[src/hdl/stdg_pkg.sv]
// ----------------------------------------------------------------------------
// stdg_pkg
// Shared widths and traffic pattern codes for the destination generator.
// ----------------------------------------------------------------------------
package stdg_pkg;

  // field widths
  localparam int PORT_W = 7;   // port count register, N
  localparam int PAT_W  = 3;   // traffic pattern register
  localparam int SRC_W  = 6;   // source port
  localparam int WORD_W = 31;  // random word
  localparam int DST_W  = 6;   // destination port
  localparam int DIV_W  = 14;  // quasi-diagonal dividend, below N*(N-1)
  localparam int CNT_W  = 3;   // halving threshold counts

  typedef logic [PAT_W-1:0] pattern_t;

  // traffic pattern codes; every other code selects quasi diagonal
  localparam pattern_t PAT_UNIFORM = 3'd0;
  localparam pattern_t PAT_DIAG    = 3'd1;
  localparam pattern_t PAT_LOGDIAG = 3'd2;
  localparam pattern_t PAT_QUASI   = 3'd3;
  localparam pattern_t PAT_SKEWED  = 3'd4;

  // register byte addresses
  localparam logic [2:0] ADDR_PORT_COUNT = 3'd0;
  localparam logic [2:0] ADDR_PATTERN    = 3'd4;

endpackage

[src/hdl/switch_traffic_destination_generator.sv]
// ----------------------------------------------------------------------------
// switch_traffic_destination_generator
// Picks a destination port for switch test traffic from a source port and
// a 31-bit random word, following a selectable traffic pattern.
// ----------------------------------------------------------------------------
// Usage:
//   Input channel: drive in_source_port and in_random_word with start high;
//   the item transfers at the rising edge where start is high and busy is
//   low. busy stays low, so one item can transfer on every clock.
//   Result channel: out_valid pulses for one cycle with out_destination_port
//   after five register stages (scale multiply, threshold compares and
//   quasi-diagonal product, two halves of the quasi-diagonal quotient, final
//   modulo add). The receiver cannot stall, so results leave the pipeline in
//   order, one per accepted item.
//   Configuration: APB-style port, port_count at byte address 0 (reset 32),
//   traffic_pattern at byte address 4 (reset 0). Write only while no item is
//   in flight. pready is always high.
//   Reset: synchronous rst_n clears the pipeline valid bits and restores the
//   register defaults; no clearing pass follows.
// ----------------------------------------------------------------------------
module switch_traffic_destination_generator
  import stdg_pkg::*;
#(
  parameter int MAX_PORTS = 64
) (
  input  logic              clk,
  input  logic              rst_n,
  // input channel
  input  logic              start,
  output logic              busy,
  input  logic [SRC_W-1:0]  in_source_port,
  input  logic [WORD_W-1:0] in_random_word,
  // result channel
  output logic              out_valid,
  output logic [DST_W-1:0]  out_destination_port,
  // configuration port
  input  logic              psel,
  input  logic              penable,
  input  logic              pwrite,
  input  logic [2:0]        paddr,
  input  logic [31:0]       pwdata,
  output logic [31:0]       prdata,
  output logic              pready
);

  // largest usable N: limited by the parameter and by the register width
  localparam logic [PORT_W-1:0] N_CAP =
    (MAX_PORTS > (2**PORT_W - 1)) ? PORT_W'(2**PORT_W - 1) : PORT_W'(MAX_PORTS);

  // --------------------------------------------------------------------------
  // configuration registers
  // --------------------------------------------------------------------------
  logic [PORT_W-1:0] port_count_r;
  pattern_t          traffic_pattern_r;
  logic              cfg_wr;

  assign pready = 1'b1;
  assign cfg_wr = psel && penable && pwrite;

  // take a register write at the end of the access phase
  always_ff @(posedge clk) begin
    if (!rst_n) begin
      port_count_r      <= PORT_W'(32);
      traffic_pattern_r <= PAT_UNIFORM;
    end else if (cfg_wr) begin
      if (paddr[2] == ADDR_PATTERN[2]) begin
        traffic_pattern_r <= pwdata[PAT_W-1:0];
      end else begin
        port_count_r <= pwdata[PORT_W-1:0];
      end
    end
  end

  // read back
  always_comb begin
    if (paddr[2] == ADDR_PATTERN[2]) begin
      prdata = {{(32-PAT_W){1'b0}}, traffic_pattern_r};
    end else begin
      prdata = {{(32-PORT_W){1'b0}}, port_count_r};
    end
  end

  // effective port count, saturated to 1..N_CAP
  logic [PORT_W-1:0] n_w;
  logic [PORT_W-1:0] n_m1_w;

  always_comb begin
    if (port_count_r == '0) begin
      n_w = PORT_W'(1);
    end else if (port_count_r > N_CAP) begin
      n_w = N_CAP;
    end else begin
      n_w = port_count_r;
    end
  end

  assign n_m1_w = n_w - PORT_W'(1);

  // every cycle can take an item
  assign busy = 1'b0;

  // small residue of a 3-bit value by n
  function automatic logic [CNT_W-1:0] mod_small(input logic [CNT_W-1:0] v,
                                                 input logic [PORT_W-1:0] n);
    logic [PORT_W+CNT_W-1:0] rem;
    logic [PORT_W+CNT_W-1:0] dv;
    rem = (PORT_W+CNT_W)'(v);
    for (int i = CNT_W - 1; i >= 0; i--) begin
      dv = (PORT_W+CNT_W)'(n) << i;
      if (rem >= dv) begin
        rem = rem - dv;
      end
    end
    return rem[CNT_W-1:0];
  endfunction

  // --------------------------------------------------------------------------
  // stage 1: scale the random word, first half of source mod N
  // --------------------------------------------------------------------------
  localparam int PROD_W = WORD_W + PORT_W;
  localparam int SH_W   = SRC_W + PORT_W;

  logic                 in_xfer;
  logic [PROD_W-1:0]    prod_w;
  logic [PORT_W-1:0]    s1_c_nxt;
  logic [SRC_W-1:0]     s1_src_nxt;
  logic [SH_W-1:0]      s1_rem;
  logic                 s1_vld_r;
  logic [PORT_W-1:0]    s1_c_r;
  logic [SRC_W-1:0]     s1_src_r;

  assign in_xfer  = start && !busy;
  assign prod_w   = PROD_W'(in_random_word) * PROD_W'(n_w);
  assign s1_c_nxt = prod_w[PROD_W-1:WORD_W];

  always_comb begin
    s1_rem = SH_W'(in_source_port);
    for (int i = SRC_W - 1; i >= SRC_W / 2; i--) begin
      if (s1_rem >= (SH_W'(n_w) << i)) begin
        s1_rem = s1_rem - (SH_W'(n_w) << i);
      end
    end
    s1_src_nxt = s1_rem[SRC_W-1:0];
  end

  always_ff @(posedge clk) begin
    if (!rst_n) begin
      s1_vld_r <= 1'b0;
    end else begin
      s1_vld_r <= in_xfer;
    end
  end

  always_ff @(posedge clk) begin
    s1_c_r   <= s1_c_nxt;
    s1_src_r <= s1_src_nxt;
  end

  // --------------------------------------------------------------------------
  // stage 2: finish source mod N, threshold compares, quasi-diagonal product
  // --------------------------------------------------------------------------
  localparam int CMP_W = PORT_W + 7;

  logic [SH_W-1:0]     s2_rem;
  logic [SRC_W-1:0]    s2_src_nxt;
  logic                s2_qlo_nxt;
  logic                s2_dlo_nxt;
  logic [CNT_W-1:0]    s2_klog_nxt;
  logic [CNT_W-1:0]    s2_ksk_nxt;
  logic [PORT_W:0]     s2_t;
  logic [DIV_W-1:0]    s2_d_nxt;
  logic [CMP_W-1:0]    s2_lhs;
  logic [CMP_W-1:0]    s2_rhs;
  logic                s2_vld_r;
  logic [SRC_W-1:0]    s2_src_r;
  logic [PORT_W-1:0]   s2_c_r;
  logic                s2_qlo_r;
  logic                s2_dlo_r;
  logic [CNT_W-1:0]    s2_klog_r;
  logic [CNT_W-1:0]    s2_ksk_r;
  logic [DIV_W-1:0]    s2_d_r;

  // finish the source residue
  always_comb begin
    s2_rem = SH_W'(s1_src_r);
    for (int i = SRC_W / 2 - 1; i >= 0; i--) begin
      if (s2_rem >= (SH_W'(n_w) << i)) begin
        s2_rem = s2_rem - (SH_W'(n_w) << i);
      end
    end
    s2_src_nxt = s2_rem[SRC_W-1:0];
  end

  // count halving thresholds c*2^m >= N*(2^m - 1)
  always_comb begin
    s2_klog_nxt = '0;
    s2_ksk_nxt  = '0;
    for (int m = 1; m <= 6; m++) begin
      s2_lhs = CMP_W'(s1_c_r) << m;
      s2_rhs = (CMP_W'(n_w) << m) - CMP_W'(n_w);
      if (s2_lhs >= s2_rhs) begin
        if (m <= 5) begin
          s2_klog_nxt = s2_klog_nxt + CNT_W'(1);
        end
        s2_ksk_nxt = s2_ksk_nxt + CNT_W'(1);
      end
    end
  end

  // lower-half and lower-two-thirds tests and quasi-diagonal dividend (2c - N)(N - 1)
  assign s2_qlo_nxt = {s1_c_r, 1'b0} < (PORT_W+1)'(n_w);
  assign s2_dlo_nxt = ((PORT_W+2)'(s1_c_r) + (PORT_W+2)'({s1_c_r, 1'b0}))
                      < (PORT_W+2)'({n_w, 1'b0});
  assign s2_t       = {s1_c_r, 1'b0} - (PORT_W+1)'(n_w);
  assign s2_d_nxt   = DIV_W'(s2_t[PORT_W-1:0]) * DIV_W'(n_m1_w);

  always_ff @(posedge clk) begin
    if (!rst_n) begin
      s2_vld_r <= 1'b0;
    end else begin
      s2_vld_r <= s1_vld_r;
    end
  end

  always_ff @(posedge clk) begin
    s2_src_r  <= s2_src_nxt;
    s2_c_r    <= s1_c_r;
    s2_qlo_r  <= s2_qlo_nxt;
    s2_dlo_r  <= s2_dlo_nxt;
    s2_klog_r <= s2_klog_nxt;
    s2_ksk_r  <= s2_ksk_nxt;
    s2_d_r    <= s2_qlo_nxt ? '0 : s2_d_nxt;
  end

  // --------------------------------------------------------------------------
  // stage 3: upper quotient bits of d / N, small offsets mod N
  // --------------------------------------------------------------------------
  localparam int Q_W = PORT_W;

  logic [DIV_W-1:0]   s3_rem_nxt;
  logic [Q_W-1:0]     s3_q_nxt;
  logic [CNT_W-1:0]   s3_klm_nxt;
  logic [CNT_W-1:0]   s3_ksm_nxt;
  logic               s3_dg_nxt;
  logic               s3_vld_r;
  logic [SRC_W-1:0]   s3_src_r;
  logic [PORT_W-1:0]  s3_c_r;
  logic               s3_qlo_r;
  logic               s3_dg_r;
  logic [CNT_W-1:0]   s3_klm_r;
  logic [CNT_W-1:0]   s3_ksm_r;
  logic [DIV_W-1:0]   s3_rem_r;
  logic [Q_W-1:0]     s3_q_r;

  // restoring divide, quotient bits Q_W-1 down to Q_W/2
  always_comb begin
    s3_rem_nxt = s2_d_r;
    s3_q_nxt   = '0;
    for (int i = Q_W - 1; i >= Q_W / 2; i--) begin
      if (s3_rem_nxt >= (DIV_W'(n_w) << i)) begin
        s3_rem_nxt  = s3_rem_nxt - (DIV_W'(n_w) << i);
        s3_q_nxt[i] = 1'b1;
      end
    end
  end

  assign s3_klm_nxt = mod_small(s2_klog_r, n_w);
  assign s3_ksm_nxt = mod_small(s2_ksk_r + CNT_W'(1), n_w);
  assign s3_dg_nxt  = !s2_dlo_r && (n_w != PORT_W'(1));

  always_ff @(posedge clk) begin
    if (!rst_n) begin
      s3_vld_r <= 1'b0;
    end else begin
      s3_vld_r <= s2_vld_r;
    end
  end

  always_ff @(posedge clk) begin
    s3_src_r <= s2_src_r;
    s3_c_r   <= s2_c_r;
    s3_qlo_r <= s2_qlo_r;
    s3_dg_r  <= s3_dg_nxt;
    s3_klm_r <= s3_klm_nxt;
    s3_ksm_r <= s3_ksm_nxt;
    s3_rem_r <= s3_rem_nxt;
    s3_q_r   <= s3_q_nxt;
  end

  // --------------------------------------------------------------------------
  // stage 4: lower quotient bits, pick base and offset for the pattern
  // --------------------------------------------------------------------------
  logic [DIV_W-1:0]   s4_rem;
  logic [Q_W-1:0]     s4_q;
  logic [Q_W:0]       s4_j;
  logic [PORT_W-1:0]  s4_jc;
  logic [PORT_W-1:0]  s4_base_nxt;
  logic [PORT_W-1:0]  s4_add_nxt;
  logic               s4_vld_r;
  logic [PORT_W-1:0]  s4_base_r;
  logic [PORT_W-1:0]  s4_add_r;

  always_comb begin
    s4_rem = s3_rem_r;
    s4_q   = s3_q_r;
    for (int i = Q_W / 2 - 1; i >= 0; i--) begin
      if (s4_rem >= (DIV_W'(n_w) << i)) begin
        s4_rem  = s4_rem - (DIV_W'(n_w) << i);
        s4_q[i] = 1'b1;
      end
    end
  end

  // j = d / N + 1, capped at N - 1
  always_comb begin
    s4_j = (Q_W+1)'(s4_q) + (Q_W+1)'(1);
    if (s4_j > (Q_W+1)'(n_m1_w)) begin
      s4_jc = n_m1_w;
    end else begin
      s4_jc = s4_j[PORT_W-1:0];
    end
  end

  // both base and offset are below N
  always_comb begin
    case (traffic_pattern_r)
      PAT_UNIFORM: begin
        s4_base_nxt = s3_c_r;
        s4_add_nxt  = '0;
      end
      PAT_DIAG: begin
        s4_base_nxt = PORT_W'(s3_src_r);
        s4_add_nxt  = PORT_W'(s3_dg_r);
      end
      PAT_LOGDIAG: begin
        s4_base_nxt = PORT_W'(s3_src_r);
        s4_add_nxt  = PORT_W'(s3_klm_r);
      end
      PAT_SKEWED: begin
        s4_base_nxt = '0;
        s4_add_nxt  = PORT_W'(s3_ksm_r);
      end
      default: begin
        s4_base_nxt = PORT_W'(s3_src_r);
        s4_add_nxt  = s3_qlo_r ? '0 : s4_jc;
      end
    endcase
  end

  always_ff @(posedge clk) begin
    if (!rst_n) begin
      s4_vld_r <= 1'b0;
    end else begin
      s4_vld_r <= s3_vld_r;
    end
  end

  always_ff @(posedge clk) begin
    s4_base_r <= s4_base_nxt;
    s4_add_r  <= s4_add_nxt;
  end

  // --------------------------------------------------------------------------
  // stage 5: wrap the sum into 0..N-1 and drive the result
  // --------------------------------------------------------------------------
  logic [PORT_W:0]    s5_sum;
  logic [PORT_W:0]    s5_wrap;
  logic [DST_W-1:0]   s5_dst_nxt;
  logic               out_valid_r;
  logic [DST_W-1:0]   out_dst_r;

  always_comb begin
    s5_sum = (PORT_W+1)'(s4_base_r) + (PORT_W+1)'(s4_add_r);
    if (s5_sum >= (PORT_W+1)'(n_w)) begin
      s5_wrap = s5_sum - (PORT_W+1)'(n_w);
    end else begin
      s5_wrap = s5_sum;
    end
    s5_dst_nxt = s5_wrap[DST_W-1:0];
  end

  always_ff @(posedge clk) begin
    if (!rst_n) begin
      out_valid_r <= 1'b0;
    end else begin
      out_valid_r <= s4_vld_r;
    end
  end

  always_ff @(posedge clk) begin
    out_dst_r <= s5_dst_nxt;
  end

  assign out_valid            = out_valid_r;
  assign out_destination_port = out_dst_r;

  // --------------------------------------------------------------------------
  // assertions
  // --------------------------------------------------------------------------
  a_latency: assert property (@(posedge clk) disable iff (!rst_n)
    in_xfer |-> ##5 out_valid)
    else $error("accepted item did not produce a result after 5 cycles");

  a_no_spurious: assert property (@(posedge clk) disable iff (!rst_n)
    s1_vld_r |-> $past(in_xfer))
    else $error("pipeline stage 1 valid without an input transfer");

  a_dst_range: assert property (@(posedge clk) disable iff (!rst_n)
    (out_valid && (n_w <= PORT_W'(2**DST_W))) |-> (PORT_W'(out_destination_port) < n_w))
    else $error("destination port not below the port count");

endmodule

[config.mk]
export PLATFORM = sky130hd
export DESIGN_NAME = switch_traffic_destination_generator
export DESIGN_NICKNAME = d
export VERILOG_FILES = /design/src/hdl/stdg_pkg.sv /design/src/hdl/switch_traffic_destination_generator.sv
export SDC_FILE = /design/constraint.sdc
export NUM_CORES = 1
export LEC_CHECK = 0
export BUFFER_PORTS_ARGS = -buffer_cell sky130_fd_sc_hd__buf_2
export CAP_MARGIN = 20
export CELL_PAD_IN_SITES_DETAIL_PLACEMENT = 0
export CELL_PAD_IN_SITES_GLOBAL_PLACEMENT = 2
export CORE_UTILIZATION = 40
export CTS_BUF_LIST = sky130_fd_sc_hd__clkbuf_8
export CTS_CLUSTER_DIAMETER = 50
export DETAILED_ROUTE_END_ITERATION = 16
export PLACE_DENSITY = 0.86
export REMOVE_ABC_BUFFERS = 1
export SKIP_LAST_GASP = 1
export SYNTH_ARGS = -nofsm -noshare
export SYNTH_HDL_FRONTEND = slang
export SYNTH_SLANG_ARGS = --single-unit
[constraint.sdc]
create_clock -name clk -period 12.95 [get_ports clk]
set_clock_uncertainty 0.15 [all_clocks]
set_input_delay 2.59 -clock clk [delete_from_list [all_inputs] [get_ports clk]]
set_output_delay 2.59 -clock clk [all_outputs]
set_load 0.05 [all_outputs]
# Word-level counts from Yosys, hierarchy flattened
# Cells that the tools add are included.
[word_totals]
input_bits = 78
word_cells = 147
register_bits = 122
out_inout_bits = 41
[op_classes]
bitwise = 1
order_cmp = 30
n_reduce_logical = 8
n_addsub = 36
multipliers = 2
mux = 39
eq_ne = 4
[op_table]
columns = ["op", "n"]
rows = [
  ["14-bit 2-to-1 mux", 6],
  ["13-bit 2-to-1 mux", 4],
  ["10-bit 2-to-1 mux", 4],
  ["31-bit by 7-bit multiplier with 38-bit output", 1],
  ["7-bit 2-to-1 mux", 5],
  ["7-bit case mux with 4 select lines", 1],
  ["3-bit 2-to-1 mux", 7],
  ["10-bit by 7-bit greater-or-equal comparator with 1-bit output", 2],
  ["10-bit by 8-bit greater-or-equal comparator with 1-bit output", 2],
  ["10-bit by 8-bit subtractor with 10-bit output", 2],
  ["3-bit by 9-bit subtractor with 10-bit output", 2],
  ["3-bit by 1-bit adder with 3-bit output (second input constant)", 6],
  ["3-bit by 9-bit greater-or-equal comparator with 1-bit output", 2],
  ["6-bit 2-to-1 mux", 3],
  ["6-bit subtractor", 3],
  ["10-bit by 14-bit greater-or-equal comparator with 1-bit output", 1],
  ["11-bit by 14-bit greater-or-equal comparator with 1-bit output", 1],
  ["12-bit by 14-bit greater-or-equal comparator with 1-bit output", 1],
  ["13-bit by 14-bit greater-or-equal comparator with 1-bit output", 1],
  ["14-bit by 10-bit greater-or-equal comparator with 1-bit output", 1],
  ["14-bit by 11-bit greater-or-equal comparator with 1-bit output", 1],
  ["14-bit by 12-bit greater-or-equal comparator with 1-bit output", 1],
  ["14-bit by 13-bit greater-or-equal comparator with 1-bit output", 1],
  ["14-bit by 7-bit greater-or-equal comparator with 1-bit output", 1],
  ["50 further kinds", 61],
]

# Logic depth before layout (Yosys ltp)
[logic_depth]
depth_word = 16
ltp_mapped = 44
ltp_nobuf = 39

# Worst setup path after synthesis
# OpenSTA, ideal clock, no wires.
[synth_path]
path_type = "register to register"
startpoint = "register port_count_r[1]"
endpoint = "register s4_add_r[1]"
slack_ns = 2.962
arrival_time_ns = 9.763
synth_period_minus_slack_ns = 9.988
stages_incl_launch_ff = 42
path_buffers = 5
setup_ns = 0.074
required_ns = 12.726
cell_sequence = "dfxtp_1 > clkbuf_2 > nor3_1 > a21oi_1 > nor2_1 > clkbuf_1 > ha_1 > inv_1 > fa_1 > a21o_1 > a21oi_1 > o2111ai_1 > buf_2 > a21oi_1 > ha_1 > nor2b_1 > o21ai_0 > a21oi_1 > (+6 left out) > a21oi_1 > ha_1 > a21o_1 > a21o_1 > a2111oi_0 > o21ai_0 > ha_1 > ha_1 > nor2b_1 > o21a_1 > o21a_1 > o21a_1 > o21a_1 > o21a_1 > o22ai_1 > mux2_2 > a31o_2 > o21ai_0"
[synth_via]
elab_chain_len = 14
word_cells_on_any_way = 20
classes_between = "add/sub (4); order compare (5); mux (10); reduce/logical (1)"
[synth_rtl]
columns = ["item", "line_no", "source"]
rows = [
  ["start, declared", "switch_traffic_destination_generator.sv:53", "logic [PORT_W-1:0] port_count_r;"],
  ["start signal, assigned", "switch_traffic_destination_generator.sv:69", "port_count_r <= pwdata[PORT_W-1:0];"],
  ["7-bit > comparator", "switch_traffic_destination_generator.sv:90", "end else if (port_count_r > N_CAP) begin"],
  ["7-bit 2-to-1 mux", "switch_traffic_destination_generator.sv:90", ""],
  ["7-bit 2-to-1 mux (*)", "switch_traffic_destination_generator.sv:88", "if (port_count_r == '0) begin"],
  ["14-bit by 9-bit subtractor with 14-bit output or 14-bit by 9-bit greater-or-equal comparator with 1-bit output (tied branches)", "switch_traffic_destination_generator.sv:308, switch_traffic_destination_generator.sv:307", ""],
  ["14-bit 2-to-1 mux", "switch_traffic_destination_generator.sv:307", "if (s4_rem >= (DIV_W'(n_w) << i)) begin"],
  ["14-bit by 8-bit subtractor with 14-bit output or 14-bit by 8-bit greater-or-equal comparator with 1-bit output (tied branches)", "switch_traffic_destination_generator.sv:308, switch_traffic_destination_generator.sv:307", ""],
  ["14-bit 2-to-1 mux", "switch_traffic_destination_generator.sv:307", ""],
  ["14-bit by 7-bit greater-or-equal comparator with 1-bit output", "switch_traffic_destination_generator.sv:307", ""],
  ["1-bit 2-to-1 mux", "switch_traffic_destination_generator.sv:307", ""],
  ["7-bit by 1-bit adder with 8-bit output", "switch_traffic_destination_generator.sv:316", "s4_j = (Q_W+1)'(s4_q) + (Q_W+1)'(1);"],
  ["8-bit by 7-bit > comparator with 1-bit output", "switch_traffic_destination_generator.sv:317", "if (s4_j > (Q_W+1)'(n_m1_w)) begin"],
  ["7-bit 2-to-1 mux (*)", "switch_traffic_destination_generator.sv:317", ""],
  ["7-bit 2-to-1 mux (*)", "switch_traffic_destination_generator.sv:345", "s4_add_nxt = s3_qlo_r ? '0 : s4_jc;"],
  ["7-bit case mux with 4 select lines (*)", "switch_traffic_destination_generator.sv:326", "case (traffic_pattern_r)"],
  ["net s4_add_nxt[1]", "switch_traffic_destination_generator.sv:298", "logic [PORT_W-1:0] s4_add_nxt;"],
  ["end signal, assigned", "switch_traffic_destination_generator.sv:360", "s4_add_r <= s4_add_nxt;"],
  ["end, declared", "switch_traffic_destination_generator.sv:301", "logic [PORT_W-1:0] s4_add_r;"],
]
# The timed path passes the listed nets; every way through them passes the cells marked *.
# A chain may end at the register's enable or synchronous reset.

# Worst setup path after layout
[layout_path]
startpoint = "register port_count_r[6]"
endpoint = "register s3_rem_r[7]"
[layout_via]
elab_chain_len = 11
word_cells_on_any_way = 16
classes_between = "add/sub (4); order compare (5); mux (6); reduce/logical (1)"
[layout_rtl]
columns = ["item", "line_no", "source"]
rows = [
  ["7-bit > comparator", "switch_traffic_destination_generator.sv:90", ""],
  ["7-bit 2-to-1 mux", "switch_traffic_destination_generator.sv:90", ""],
  ["7-bit 2-to-1 mux (*)", "switch_traffic_destination_generator.sv:88", ""],
  ["14-bit by 13-bit subtractor with 14-bit output or 14-bit by 13-bit greater-or-equal comparator with 1-bit output (tied branches)", "switch_traffic_destination_generator.sv:261, switch_traffic_destination_generator.sv:260", ""],
  ["14-bit 2-to-1 mux", "switch_traffic_destination_generator.sv:260", "if (s3_rem_nxt >= (DIV_W'(n_w) << i)) begin"],
  ["14-bit by 12-bit subtractor with 14-bit output or 14-bit by 12-bit greater-or-equal comparator with 1-bit output (tied branches)", "switch_traffic_destination_generator.sv:261, switch_traffic_destination_generator.sv:260", ""],
  ["14-bit 2-to-1 mux", "switch_traffic_destination_generator.sv:260", ""],
  ["14-bit by 11-bit subtractor with 14-bit output or 14-bit by 11-bit greater-or-equal comparator with 1-bit output (tied branches)", "switch_traffic_destination_generator.sv:261, switch_traffic_destination_generator.sv:260", ""],
  ["14-bit 2-to-1 mux", "switch_traffic_destination_generator.sv:260", ""],
  ["14-bit by 10-bit subtractor with 14-bit output or 14-bit by 10-bit greater-or-equal comparator with 1-bit output (tied branches)", "switch_traffic_destination_generator.sv:261, switch_traffic_destination_generator.sv:260", ""],
  ["14-bit 2-to-1 mux (*)", "switch_traffic_destination_generator.sv:260", ""],
  ["net s3_rem_nxt[7]", "switch_traffic_destination_generator.sv:240", "logic [DIV_W-1:0] s3_rem_nxt;"],
  ["end signal, assigned", "switch_traffic_destination_generator.sv:286", "s3_rem_r <= s3_rem_nxt;"],
  ["end, declared", "switch_traffic_destination_generator.sv:252", "logic [DIV_W-1:0] s3_rem_r;"],
]
# Marked as above.

==> summary.md <==
| Metric | Value |
|---|---|
| Row cnt | 81 |
| DP Area | 0.0210 mm² |
| Placed instance count | 3084 |
| Gpl congestion | 0.849 |
| CP max stage delay | 610 ps |
| Max-cap violations | 0 |
| Main synth FF type | dfxtp_1 |
| CTS tree | yes |
| Final setup viols | 0 |
| Leak pwr | 10.5 nW |
| Mapped Area | 0.0200 mm² |
| Share of layout cells above drive strength 1 | 7.95% |
| Via density per instance | 5.28 |
| Tot Pwr | 5.68 mW |
| Wire per inst | 16.6 µm |
| Synth-to-Final Area Change | 6.90% |
| Peak supply drop | 318 µV |
| Req. time, crit path | 13180 ps |
| Number of global-route vias before repair | 16526 |
| Largest net degree at the start of global routing | 46 |
| # IOs | 119 |
| Starting Density | 40.7% |
| Cell taking the most area after synthesis | ha_1 |
| Core Region | 0.0492 mm² |
| Syn_area_per_cell | 8.34 µm² |
| DR pass1 iterations | 5 |
| Setup bufs post-CTS | 0 |
| Mapped Cells | 2402 |
| Relative slew slack | 38.2% |
| Worst setup EP type | flip-flop |
| Reg clk slew, reported paths | 90 ps |
| First-pass GRT wire length | 85200 µm |
| Commonest cells after routing, fill and taps aside | 311 x ha_1, 309 x nand2_1, 265 x inv_1 |
| Fin util | 43.6% |
| Initial DRC count | 718 |
| Final HPWL DP | 39400 µm |
| I/O Buffers | 64 |
| Grt ovf | 0 |
| DIE AREA | 0.0510 mm² |
| Num CTS Buffers | 17 |
| Max stage delay cell, worst path | dfxtp_2 |
| Register area share after synthesis | 12.0% |
| Post-CTS Hold Fix Bufs | 0 |
| Worst Max-Slew Pin Slew | 925 ps |
| Die height | 226 µm |
| DIE WIDTH | 226 µm |
| CTS Sinks | 120 |
| Startpoint class of the critical path | flip-flop |
| Reg2Reg Setup Slack | 1920 ps |
| Async set-reset flop share out of synthesis | 0% |
| Final WS setup | 1920 ps |
| Latest clock arrival within the worst-skew pair | 490 ps |
| Top post-synthesis cells by area | ha_1 19%, fa_1 19%, dfxtp_1 12% |
| Resize count post-CTS | 0 |
| Post-route cell area | 0.0214 mm² |
| Unrepaired setup endpoints after global routing | no |
| Crit path kind | flip-flop to flip-flop |
| Initial antenna violation count | 1 |
| Yosys synthesis warning count | 0 |
| TNS Setup | 0 ps |
| Worst hold path type | flip-flop to flip-flop |
| DRC | 0 |
| Max Freq | 90.7 MHz |
| #FFs+latches synth | 120 |
| CTS Root Cell | clkbuf_8 |
| Max clock buf depth | 2 |
| Arr. time, crit path | 11260 ps |
| Pins over their slew limit | 0 |
| CTS H-tree lvls | 4 |
| Crit-path max FO | 40 |
| Final hold vios | 0 |
| Post-Layout Cell Count | 3117 |
| Fin crit period | 11030 ps |
| Antenna Violating Nets Remaining | 0 |
| Final wirelength | 51800 µm |
| Tot GR Track Use | 21.1% |
| Via count | 16444 |
| Post-synth top area share | 19.4% |
| NumNets Final | 3014 |
| Final period util | 85.2% |
| Worst Hold Margin | 168 ps |
| Setup WS pre-CTS | 2090 ps |
| Status | completed |
| Yosys cell types | 93 |
| Pwr per Cell Area | 265 mW/mm² |
| Number of flops mapped to enable cells by yosys | 0 |
| Most common cell after layout, fill and taps aside | ha_1 |
-- layer usage --
layer,global-route usage [%],vias up,share of wire [%]
met4,5.27,0,1.6
met5,0,-,0
met1,28.1,7981,47
met3,2.24,54,2.8
met2,36.2,267,49
li1,-,8142,-
-- registers in the layout (all words and copies together) (netlist names), 4 cells and up --
register	flops
out_destination_port	6
port_count_r	7
s1_c_r	7
s1_src_r	6
s2_c_r	7
s2_d_r	13
s2_src_r	6
s3_c_r	7
s3_q_r	4
s3_rem_r	13
s3_src_r	6
s4_add_r	7
s4_base_r	7
-- layout make-up --
| class | instances | area (µm²) |
|---|---|---|
| Timing Repair Buffer | 82 | 455 |
| Tap cell | 664 | 831 |
| Antenna cell | 1 | 2.50 |
| Sequential cell | 120 | 2400 |
| Clock inverter | 15 | 181 |
| Fill cell | 4984 | 27700 |
| Multi-Input combinational cell | 1950 | 16300 |
| Clock buffer | 17 | 234 |
| Inverter | 268 | 1010 |
-- final timing paths --
| path | from | endpoint | cells after the start |
|---|---|---|---|
| setup / recovery | port_count_r[6] | s3_rem_r[7] | 36 |
| hold / removal | s2_c_r[3] | s3_c_r[3] | 0 |
| setup reg to reg | port_count_r[6] | s3_rem_r[7] | 36 |
| hold reg to reg | s2_c_r[3] | s3_c_r[3] | 0 |
-- power by group --
group	leakage (nW)	switching (mW)	total [mW]	internal [mW]
clock	0.209	0.199	0.363	0.164
sequential	0.997	0.0843	0.606	0.521
combinational	9.27	2.51	4.71	2.20
-- synth_stat cells, types with 5 or more instances --
| cell type | count |
|---|---|
| and2_1 | 64 |
| o21a_1 | 23 |
| a21boi_0 | 15 |
| ha_1 | 311 |
| o21ai_0 | 89 |
| o41ai_1 | 5 |
| nand2_1 | 309 |
| xnor2_1 | 109 |
| or3_1 | 6 |
| a211oi_1 | 10 |
| dfxtp_1 | 120 |
| nor4_1 | 6 |
| o22ai_1 | 12 |
| clkbuf_1 | 45 |
| fa_1 | 186 |
| mux2_2 | 34 |
| nor2_1 | 159 |
| o2111ai_1 | 5 |
| nand4_1 | 25 |
| nand2b_1 | 27 |
| o31ai_1 | 8 |
| nor2b_1 | 42 |
| a21o_1 | 54 |
| a21oi_1 | 147 |
| mux2_4 | 7 |
| or2_2 | 6 |
| buf_4 | 27 |
| nor3_1 | 31 |
| buf_1 | 8 |
| nand3b_1 | 8 |
| mux2i_1 | 24 |
| xor2_1 | 37 |
| buf_2 | 6 |
| nand3_1 | 38 |
| o21bai_1 | 24 |
| inv_1 | 266 |
| o211ai_1 | 5 |
| a31oi_1 | 9 |
| and3_1 | 10 |
-- worst max-delay path, delay by kind of cell, from the launching register on --
kind	cells	cell delay (ps)
AOI/OAI and AO/OA	17	4340
and+or+nand+nor	12	2930
adders and majority gates	4	1640
buffers and inverters	2	910
DFF	1	610
muxes	1	320
-- logic make-up after synthesis --
logic type	Yosys count	share of synthesized area, %
AO/OA/AOI/OAI	460	14.8
XOR/XNOR	146	6.38
adder cells (fa/ha/maj)	497	38.0
buffers and inverters	357	7.28
flip-flops	120	12.0
multiplexers	67	3.80
other	2	0.0375
AND/OR/NAND/NOR	753	17.6
No activity file was read; power rests on OpenSTA's default activity.
